===== src/hdl/spq_pkg.sv =====
// Shared types for the sorted priority queue.
// Request and status codes, the cell control word and the result word.
// No dependencies.
`default_nettype none
package spq_pkg;

    typedef enum logic [1:0] {
        REQ_INSERT = 2'd0,
        REQ_POP    = 2'd1,
        REQ_PEEK   = 2'd2
    } t_req;

    typedef enum logic [1:0] {
        ST_DONE  = 2'd0,
        ST_FULL  = 2'd1,
        ST_EMPTY = 2'd2
    } t_status;

    typedef struct packed {
        logic ins;
        logic pop;
    } t_cell_op;

    typedef struct packed {
        logic [1:0]   status;
        logic         head_valid;
        logic [31:0]  head_data;
        logic [31:0]  head_priority;
        logic [7:0]   entry_count;
    } t_result;

endpackage
`default_nettype wire


===== src/hdl/spq_cell.sv =====
// One slot of the sorted queue: valid bit, data and priority.
// Exchanges entries with both neighbors; uses spq_pkg.
`default_nettype none
module spq_cell (
    input  wire logic                  i_clk,
    input  wire logic                  i_rst_n,
    input  wire spq_pkg::t_cell_op     i_op,
    input  wire logic signed [31:0]    i_new_data,
    input  wire logic        [31:0]    i_new_pri,
    input  wire logic                  i_prev_valid,
    input  wire logic                  i_prev_take,
    input  wire logic signed [31:0]    i_prev_data,
    input  wire logic        [31:0]    i_prev_pri,
    input  wire logic                  i_next_valid,
    input  wire logic signed [31:0]    i_next_data,
    input  wire logic        [31:0]    i_next_pri,
    output logic                       o_take,
    output logic                       o_valid,
    output logic signed [31:0]         o_data,
    output logic        [31:0]         o_pri
);

    logic               r_valid;
    logic signed [31:0] r_data;
    logic        [31:0] r_pri;
    logic               n_valid;
    logic signed [31:0] n_data;
    logic        [31:0] n_pri;

    assign o_take  = i_op.ins & (~r_valid | (r_pri < i_new_pri));
    assign o_valid = r_valid;
    assign o_data  = r_data;
    assign o_pri   = r_pri;

    always_comb begin
        n_valid = r_valid;
        n_data  = r_data;
        n_pri   = r_pri;
        if (i_op.ins) begin
            n_valid = i_prev_valid;
            if (o_take && !i_prev_take) begin
                n_data = i_new_data;
                n_pri  = i_new_pri;
            end else if (o_take) begin
                n_data = i_prev_data;
                n_pri  = i_prev_pri;
            end
        end else if (i_op.pop) begin
            // advance toward the head
            n_valid = i_next_valid;
            n_data  = i_next_data;
            n_pri   = i_next_pri;
        end
    end

    always_ff @(posedge i_clk) begin
        if (!i_rst_n) begin
            r_valid <= 1'b0;
        end else begin
            r_valid <= n_valid;
        end
    end

    always_ff @(posedge i_clk) begin
        r_data <= n_data;
        r_pri  <= n_pri;
    end

endmodule
`default_nettype wire


===== config.mk =====
export PLATFORM = sky130hd
export DESIGN_NAME = spq_cell
export DESIGN_NICKNAME = d
export VERILOG_FILES = /design/src/hdl/spq_pkg.sv /design/src/hdl/spq_cell.sv
export SDC_FILE = /design/constraint.sdc
export NUM_CORES = 1
export LEC_CHECK = 0
export BUFFER_PORTS_ARGS = -buffer_cell sky130_fd_sc_hd__buf_4
export CAP_MARGIN = 20
export CORE_ASPECT_RATIO = 0.7
export CORE_UTILIZATION = 40
export CTS_CLUSTER_DIAMETER = 100
export CTS_CLUSTER_SIZE = 30
export DETAILED_ROUTE_END_ITERATION = 16
export PLACE_DENSITY = 0.75
export SYNTH_ARGS = -nofsm -noshare
export SYNTH_HDL_FRONTEND = slang
export SYNTH_SLANG_ARGS = --single-unit
export TNS_END_PERCENT = 100

===== constraint.sdc =====
create_clock -name i_clk -period 4.6 [get_ports i_clk]
set_input_delay 0.23 -clock i_clk [delete_from_list [all_inputs] [get_ports i_clk]]
set_output_delay 0.23 -clock i_clk [all_outputs]
set_load 0.05 [all_outputs]

==> impl_metrics.toml <==
[clock_network]
cts_root_buf = "clkbuf_16"
cts_hold_buf = 0
cts_sinks = 65
path_clk_slew_ns = 0.05
htreeDepth = 3
cts-resized-gates = 0
clock_latency_ns = 0.32
clock_path_buffers = 2
cts_tree = "built"
cts_setup_buffers = 0
cts_buffers = 9

[timing]
tightestPinTransition_ns = 0.956
hold_viol = 0
tns_ns = 0
post-route-min-period_ns = 3.24
period_share_pct = 70.4
setup_violations = 0
grt_setup_unrepaired = "false"
fmax_ghz = 0.309
clock_skew_ns = 0.00452
drv_slew = 0
slew_headroom_pct = 36.3

[floorplanning]
die_w_um = 126
initial_core_util_pct = 41.6
core_um2 = 10400
ioPinCount = 265
fp-row-count = 31
die_y_um = 89.1
dieArea_um2 = 11300

[grt]
overflow = 0
grt_pass1_wl_um = 17700
grt_max_degree = 65
grt_pass1_vias = 3578
track_usage_pct = 20.7
antenna_found_initial = 0

[logic_synthesis]
ys_top_cells_by_area = "edfxtp_1, mux2i_1, mux2_4"
yosysWarnings = 0
synth_largest_area_cell = "edfxtp_1"
synth_fp_nets = 553
yosys_most_used_dff = "edfxtp_1"
async_flop_share_pct = 0
synth_area_um2 = 4340
synth_edf_count = 64
syn_avg_cell_area_um2 = 13.4
ys_ff_latch = 65
synthDominantCellAreaShare_pct = 44.3
synth_common_cells = "edfxtp_1, mux2i_1, mux2_2"
synth_cell_types = 33
yosysMostFrequentCell = "edfxtp_1"
synth-seq-area-share_pct = 44.8
syn_inst = 323

[critical_path]
critPathRequiredTime_ns = 4.60
start_kind = "flip-flop"
cp-end-kind = "flip-flop"
r2r_setup_slack_ns = 1.36
path_cells = "ha_1 > a21oi_1 > nand2_1 > a221o_1 > o31a_1 > nor3_1 > a21o_2 > buf_4"
worstPathArrival_ns = 3.24
max_stage_delay_ns = 0.61
path_max_fanout = 30
cp_top_family = "compound AO/OA/AOI/OAI gates"
crit_type = "reg -> reg"
timing.critical_path.buf_inv = 1
crit_slowest_cell = "a21o_2"

[outcome]
status = "finished clean"

[drt]
wl_per_cell_um = 16.4
ant_nets = 0
vias = 3585
drt-initial-drc-count = 127
drt-vias-per-instance = 4.94
drt_pass1_iterations = 6
drcViolationCount = 0
routed_wl_um = 11900

[job]
max_cap_violations = 0

[layout]
fin_nets = 819
syn_to_final_growth_pct = 54.4
diodes = 0
drive_above_1_share_pct = 58.9
utilization_pct = 64.2

[placement]
gp_congestion = 0.766
dp_hpwl_um = 9500
port-buffer-count = 264

[power_and_ir_drop]
irDropWorstVdd_mv = 0.183
leakagePower_nw = 3.25
power_density_nw_per_um2 = 313

[hold_path]
min_path_type = "in -> reg"
-- through the flow --
step                setup WS [ns]  instance area, um2  hold WS, ns  total power [mW]  cells
floorplan                   0.363                4340        0.368              1.23    323
global placement             1.52                6440        0.461              1.51    710
detailed placement           1.33                6440        0.457              1.52    710
CTS                          1.32                6700        0.116              2.12    725
global route                 1.11                6700        0.121              2.19    725
finish                       1.36                6700        0.128              2.09    725
-- state kept, by name, indices dropped and copies added (netlist names) --
register,count
o_pri,32
o_valid,1
o_data,32
-- where the power goes --
| group | switching, mW | leakage (nW) | internal, mW |
|---|---|---|---|
| Sequential | 0.0282 | 0.644 | 0.738 |
| Combinational | 0.416 | 2.48 | 0.323 |
| Clock | 0.231 | 0.123 | 0.357 |
-- per-layer routing --
metal	wire, um	global-route usage (%)	share of wire [%]	vias to the layer above
met1	4580	23.4	39	1658
met3	870	5.92	7.3	11
li1	-	-	-	1758
met5	0	0	0	-
met2	6310	39.2	53	158
met4	121	5.26	1.0	0
-- final cells by class --
class	instances	area, um2
tap	132	165
inverter	32	120
clock buffer	11	233
multi-input combinational	212	2200
clock inverter	4	21.3
timing repair buffer	269	2020
sequential	65	1940
fill	828	3730
-- path summary, 6_finish.rpt --
path | startpoint | to | depth (start not counted)
setup / recovery | o_pri[30]$_DFFE_PP_ | o_data[20]$_DFFE_PP_ | 8
setup reg to reg | o_pri[30]$_DFFE_PP_ | o_data[20]$_DFFE_PP_ | 8
hold / removal | i_prev_valid | o_valid$_SDFFE_PN0P_ | 2
hold reg to reg | o_valid$_SDFFE_PN0P_ | o_valid$_SDFFE_PN0P_ | 3
-- cell families (layout without fill, tap and decap cells) --
kind of cell | count (synthesis) | count (layout) | share of synthesized area (%)
fa+ha+maj | 31 | 31 | 8.94
compound gates | 29 | 29 | 4.76
flops | 65 | 65 | 44.8
mux | 127 | 127 | 33.6
simple gates | 25 | 25 | 3.23
buf+inv | 46 | 316 | 4.76
-- worst register-to-register path, delay by kind of cell (launching register included) --
kind / cells / cell delay, ns
compound gates: 4 / 1.43
flops: 1 / 0.40
buf+inv: 1 / 0.39
simple gates: 2 / 0.35
fa+ha+maj: 1 / 0.34
-- layout by cell type (no fill, tap or decap), types with 2 or more instances in the layout --
cell         n
and4_1       2
nand3_1      4
or3_1        2
clkbuf_1     2
mux2i_1     63
inv_1       32
nand4_1      2
mux2_2      36
ha_1        31
a21o_1       3
edfxtp_1    64
o31a_1       2
buf_4      269
and3_1       2
mux2_4      28
a21oi_1     11
clkinv_2     2
a221o_1      2
nor3_1       2
clkbuf_16    9
nand2_1      7
o21ai_0      3
Power figures use the tool's default switching activity.
