$ cat src/hdl/spq_pkg.sv
// Shared types for the sorted priority queue.
// Request and status codes, the cell control word and the result word.
// No dependencies.
`default_nettype none
package spq_pkg;

    typedef enum logic [1:0] {
        REQ_INSERT = 2'd0,
        REQ_POP    = 2'd1,
        REQ_PEEK   = 2'd2
    } t_req;

    typedef enum logic [1:0] {
        ST_DONE  = 2'd0,
        ST_FULL  = 2'd1,
        ST_EMPTY = 2'd2
    } t_status;

    typedef struct packed {
        logic ins;
        logic pop;
    } t_cell_op;

    typedef struct packed {
        logic [1:0]   status;
        logic         head_valid;
        logic [31:0]  head_data;
        logic [31:0]  head_priority;
        logic [7:0]   entry_count;
    } t_result;

endpackage
`default_nettype wire

$ cat src/hdl/spq_out_buf.sv
// Output register with one skid word for the queue result.
// Uses spq_pkg::t_result.
`default_nettype none
module spq_out_buf (
    input  wire logic              i_clk,
    input  wire logic              i_rst_n,
    input  wire logic              i_load,
    input  wire spq_pkg::t_result  i_word,
    output logic                   o_full,
    output logic                   o_valid,
    input  wire logic              i_stall,
    output spq_pkg::t_result       o_word
);

    logic             r_out_valid;
    logic             r_skd_valid;
    spq_pkg::t_result r_out;
    spq_pkg::t_result r_skd;
    logic             out_free;

    assign out_free = ~r_out_valid | ~i_stall;
    assign o_full   = r_skd_valid;
    assign o_valid  = r_out_valid;
    assign o_word   = r_out;

    always_ff @(posedge i_clk) begin
        if (!i_rst_n) begin
            r_out_valid <= 1'b0;
            r_skd_valid <= 1'b0;
        end else if (out_free) begin
            r_out_valid <= r_skd_valid | i_load;
            r_skd_valid <= 1'b0;
        end else if (i_load) begin
            r_skd_valid <= 1'b1;
        end
    end

    always_ff @(posedge i_clk) begin
        if (out_free) begin
            r_out <= r_skd_valid ? r_skd : i_word;
        end else if (i_load) begin
            r_skd <= i_word;
        end
    end

endmodule
`default_nettype wire

$ cat config.mk
export PLATFORM = sky130hd
export DESIGN_NAME = spq_out_buf
export DESIGN_NICKNAME = d
export VERILOG_FILES = /design/src/hdl/spq_pkg.sv /design/src/hdl/spq_out_buf.sv
export SDC_FILE = /design/constraint.sdc
export NUM_CORES = 1
export LEC_CHECK = 0
export BUFFER_PORTS_ARGS = -buffer_cell sky130_fd_sc_hd__buf_2
export CORE_ASPECT_RATIO = 0.75
export CORE_MARGIN = 2
export CORE_UTILIZATION = 55
export CTS_CLUSTER_DIAMETER = 30
export CTS_CLUSTER_SIZE = 20
export DETAILED_ROUTE_END_ITERATION = 12
export PLACE_DENSITY = 0.83
export SLEW_MARGIN = 30
export SYNTH_ARGS = -nofsm -noshare
export SYNTH_HDL_FRONTEND = slang
export SYNTH_SLANG_ARGS = --single-unit
export TNS_END_PERCENT = 50
$ cat constraint.sdc
create_clock -name i_clk -period 6.65 [get_ports i_clk]
set_input_delay 0.3325 -clock i_clk [delete_from_list [all_inputs] [get_ports i_clk]]
set_output_delay 0.3325 -clock i_clk [all_outputs]
set_load 0.01 [all_outputs]
==> qor.yml, run 1 <==
cts_tree: "done"
core_region_area_sq_mm: 0.009697
status: "finished, final reports clean"
grtUsageTotal_pct: 19.02
hold_violations: 0
crit_family: "flip-flops"
end_kind: "output pin"
drive_gt1_share_pct: 63.33
antenna_found_initial: 0
fillCellCount: 635
grt_max_degree: 78
clock_skew_ns: 0.007257
via_count: 2812
power_density_mw_per_mm2: 314.0
path_cells: "buf_2"
cts_root_buffer: "clkbuf_16"
syn_nets: 319
drtPass1Iterations: 4
numCtsBuffers: 17
crit_fanout: 42
min_period_ns: 1.714
cts.sinks: 152
diodes: 0
fin_cells: 552
clk_pin_slew_worst_paths_ns: 0.06
p_leak_nw: 2.673
slew_headroom_pct: 57.63
htreeDepth: 4
wl_per_cell_microns: 17.77
clk_latency_ns: 0.41
whs_ns: 0.1102
ioPinCount: 156
ys.warnings.count: 0
die_h_microns: 90.53
holdBufCountCts: 0
hold_path_class: "in -> reg"
netlist-cell-type-count: 11
row_count: 31
start_kind: "flop"
fin_nets: 487
synth-seq-cells: 152
grt_pass1_wl_microns: 15330
crit_type: "reg -> out"
maxCapViolCount: 0
syn_area_sq_mm: 0.005490
grt_pass1_vias: 2957
cpPeakStageDelay_ns: 0.73
total_power_mw: 2.202
numPortBuffers: 155
dp_cells: 519
fin_area_sq_mm: 0.007014
ys_seq_area_share_pct: 82.77
die_area_sq_mm: 0.01081
grt_overflow: 0
drc: 0
postCtsSetupBuffers: 0
cp_slowest_cell: "dfxtp_4"
report.final.slew_viol_count: 0
dpl.hpwl_microns: 5971
area_delta_synth_final_pct: 27.76
place.gp.congestion: 0.7175
rsz0062_at_grt: "false"
cp.required_ns: 6.32
peakVddDrop_mv: 0.1925
cts_max_path_buffers: 2
fin_crit_sh_pct: 25.77
cp.arrival_ns: 1.38
worst_pin_slew_ns: 0.6356
setup-tns-final_ns: 0
drt-initial-drc-count: 203
die_x_microns: 119.4
antenna_left: 0
cts-resized-gates: 0
cp_num_buf_inv: 1
setup_viol: 0
syn_area_per_cell_sq_um: 22.88
wl_microns: 9811
placed_cell_area_sq_mm: 0.006389
syn_inst: 240
viasPerCell: 5.094
start_util_pct: 56.62
max_freq_mhz: 583.6
-- flip-flops by register name, indices dropped and copies added (netlist names) --
| register | cells |
|---|---|
| o_full | 1 |
| o_word | 75 |
| r_skd | 75 |
| o_valid | 1 |
-- kinds of logic (layout without fill, tap and decap cells) --
group | after synthesis | count (layout) | share of synthesized area, %
AO/OA/AOI/OAI | 1 | 1 | 0.1368
buffers and inverters | 8 | 188 | 1.231
multiplexers | 75 | 75 | 15.38
flip-flops | 152 | 152 | 82.77
AND/OR/NAND/NOR | 4 | 4 | 0.4785
-- cell usage after synthesis, drive strengths merged --
cell / number / share of area [%]
edfxtp: 150 / 82
nor2: 1 / 0.068
buf: 8 / 1.2
a21boi: 1 / 0.14
mux2: 75 / 15
and3: 1 / 0.11
nor3b: 1 / 0.23
dfxtp: 2 / 0.73
nand2: 1 / 0.068
-- cell type report --
class	count	area, sq um	share of cell area, %
clock buffers	18	429.2	6.118
multi-input cells	80	899.6	12.83
flip-flops and latches	152	4548	64.84
repair buffers	157	815.8	11.63
well taps	132	165.2	2.355
clock inverters	13	156.4	2.230
-- cells in the final DEF, fill, tap and decap left out --
| master | instances |
|---|---|
| clkinv_2 | 5 |
| a21boi_1 | 1 |
| nor2_1 | 1 |
| dfxtp_1 | 1 |
| nand2_8 | 1 |
| mux2_2 | 75 |
| clkinv_4 | 3 |
| edfxtp_1 | 150 |
| nor3b_2 | 1 |
| bufinv_16 | 3 |
| clkinvlp_4 | 2 |
| clkbuf_1 | 1 |
| buf_2 | 155 |
| clkbuf_16 | 17 |
| buf_12 | 2 |
| and3_4 | 1 |
| dfxtp_4 | 1 |
-- where the power goes --
group          internal [mW]  switching (mW)  total [mW]
clock                  0.586           0.361       0.946
sequential              1.11          0.0148        1.12
combinational         0.0640          0.0698       0.134
total                   1.76           0.445        2.20
-- per-stage QoR --
step	util (%)	setup slack, ns
global route	72.34	4.860
detailed placement	65.88	4.845
CTS	71.92	4.569
floorplan	-	4.012
finish	72.34	4.936
global placement	65.79	4.910
-- path summary, 6_finish.rpt --
kind	startpoint	end	slack, ns	cells after the start
max	o_full	o_full	4.94	1
min	i_word[73]	r_skd[73]	0.11	1
max reg2reg	o_full	o_word[34]	4.97	2
min reg2reg	r_skd[53]	o_word[53]	0.54	1
-- routing by layer --
metal / share of wire, % / global-route usage [%]
met3: 9.2 / 9.659
met2: 45 / 28.45
met4: 0.95 / 6.275
met5: 0 / 0
met1: 45 / 24.42
No activity file was read; power rests on OpenSTA's default activity.
==> inputs of run 2 (changes only) <==
--- a/config.mk
+++ b/config.mk
@@ -8,11 +8,11 @@
 export BUFFER_PORTS_ARGS = -buffer_cell sky130_fd_sc_hd__buf_2
 export CORE_ASPECT_RATIO = 0.75
 export CORE_MARGIN = 2
-export CORE_UTILIZATION = 55
+export CORE_UTILIZATION = 51
 export CTS_CLUSTER_DIAMETER = 30
 export CTS_CLUSTER_SIZE = 20
 export DETAILED_ROUTE_END_ITERATION = 12
-export PLACE_DENSITY = 0.83
+export PLACE_DENSITY = 0.77
 export SLEW_MARGIN = 30
 export SYNTH_ARGS = -nofsm -noshare
 export SYNTH_HDL_FRONTEND = slang
==> constraint.sdc (replaced) <==
create_clock -name i_clk -period 1.8 [get_ports i_clk]
set_input_delay 0.09 -clock i_clk [delete_from_list [all_inputs] [get_ports i_clk]]
set_output_delay 0.09 -clock i_clk [all_outputs]
set_load 0.01 [all_outputs]
==> run 2 against run 1 <==
  * Routed wire length is 14% higher
  * Worst hold slack worse by 0.076 ns
  * Power grew to 3.9 times the previous value
  * Largest power group unchanged
==> qor.yml, run 2 (synthesis results as in run 1) <==
r2r_start: "o_full"
htreeDepth: 4
antenna_left: 0
grt_pass1_wl_microns: 17390
reg2reg_slack_ns: 0.25
wl_microns: 11210
cp_slowest_cell: "dlygate4sd3_1"
place.gp.congestion: 0.7124
fin_nets: 568
slew_headroom_pct: 77.99
cts-resized-gates: 0
cts_tree: "done"
grt_overflow: 0
clk_pin_slew_worst_paths_ns: 0.05
antenna_found_initial: 0
grt_max_degree: 54
total_power_mw: 8.612
die_h_microns: 93.86
drtPass1Iterations: 4
clock_skew_ns: 0.007218
min_from: "i_load"
fin_cells: 638
min_period_ns: 1.546
drc: 0
setup-tns-final_ns: 0
die_x_microns: 123.8
power_density_mw_per_mm2: 1090
dp_cells: 529
cp_num_buf_inv: 2
grt_pass1_vias: 3430
peakVddDrop_mv: 0.8510
maxCapViolCount: 0
rr_worst_depth: 4
diodes: 0
fin_area_sq_mm: 0.007899
crit_family: "buffers and inverters"
fin_crit_sh_pct: 85.89
fillCellCount: 601
via_count: 3165
rsz0062_at_grt: "false"
status: "finished, final reports clean"
ioPinCount: 156
viasPerCell: 4.961
p_leak_nw: 3.058
placed_cell_area_sq_mm: 0.006492
whs_ns: 0.03437
min_path_cells: 3
drt-initial-drc-count: 225
hold_path_class: "in -> reg"
cp.arrival_ns: 1.89
numCtsBuffers: 17
crit_type: "reg -> reg"
worst_pin_slew_ns: 0.3301
row_count: 32
setup_viol: 0
die_area_sq_mm: 0.01162
worst_r2r_endpoint: "o_valid"
end_kind: "flop"
max_freq_mhz: 646.8
cts.sinks: 152
crit_fanout: 53
start_kind: "flop"
layout_commonest_cell: "buf_2"
hold_violations: 0
wl_per_cell_microns: 17.56
core_region_area_sq_mm: 0.01037
dpl.hpwl_microns: 6592
path_cells: "buf_12 -> nor2_1 -> a21boi_1 -> dlygate4sd3_1"
numPortBuffers: 155
clk_latency_ns: 0.41
grtUsageTotal_pct: 20.59
start_util_pct: 52.94
area_delta_synth_final_pct: 43.87
mostFrequentLayoutCells: "buf_2 (155), edfxtp_1 (150), dlygate4sd3_1 (77), mux2_2 (75), clkbuf_16 (17)"
cts_max_path_buffers: 2
drive_gt1_share_pct: 53.59
cts_root_buffer: "clkbuf_16"
cp.required_ns: 2.15
holdPathEnd: "o_full"
report.final.slew_viol_count: 0
cpPeakStageDelay_ns: 0.57
run 2: cell types whose count changed in the layout (fill, tap and decap cells not counted), moves of 2 or more:
| cell | previous run | this run |
|---|---|---|
| clkinv_2 | 5 | 3 |
| buf_12 | 2 | 5 |
| bufinv_16 | 3 | 5 |
| dlygate4sd3_1 | 0 | 77 |
run 2: what timing repair did:
| item | in CTS | in global routing |
|---|---|---|
| endpoints found under the hold margin | 124 | 0 |
| setup endpoints to repair | 0 | 0 |
| setup buffers | 0 | 0 |
| hold buffers | 77 | 0 |
run 2: cell type report:
class	count	area, sq um	area share, %
Sequential cell	152	4548	57.58
Timing Repair Buffer	238	1654	20.94
Multi-Input combinational cell	80	890.9	11.28
Clock buffer	19	432.9	5.481
Clock inverter	13	202.7	2.566
Tap cell	136	170.2	2.154
run 2: routing by layer:
metal	track usage (%)	share of wire (%)	vias to the layer above	wire length, microns
met1	24.17	41	1574	4566
met5	0	0	-	0
met2	34.66	50	122	5575
li1	-	-	1460	-
met3	7.646	8.7	9	973
met4	7.670	0.80	0	90
run 2: worst min-delay path: cells and delay by family:
family / cells / cell delay (ns)
buffers and inverters: 1 / 0.09
and+or+nand+nor: 2 / 0.21
run 2: worst max path at each step:
stage                  from  cells after the start  slack, ns    endpoint
global placement     o_full                      2       0.51  o_word[34]
CTS                  o_full                      4       0.27     o_valid
floorplan           o_valid                      1       0.11   o_word[0]
detailed placement   o_full                      2       0.49  o_word[70]
finish               o_full                      4       0.25     o_valid
global route         o_full                      4       0.17     o_valid
run 2: power by group:
| part | total, mW | switching (mW) | internal (mW) |
|---|---|---|---|
| Combinational | 0.654 | 0.297 | 0.357 |
| Clock | 3.82 | 1.37 | 2.45 |
| Sequential | 4.14 | 0.0467 | 4.09 |
| Total | 8.61 | 1.71 | 6.90 |
run 2: metrics by stage:
stage | utilization [%] | setup slack [ns]
5_1_grt | 76.17 | 0.1700
3_3_place_gp | 62.61 | 0.5124
4_1_cts | 76.17 | 0.2722
6_report | 76.17 | 0.2539
3_5_place_dp | 62.61 | 0.4891
2_1_floorplan | - | 0.1060
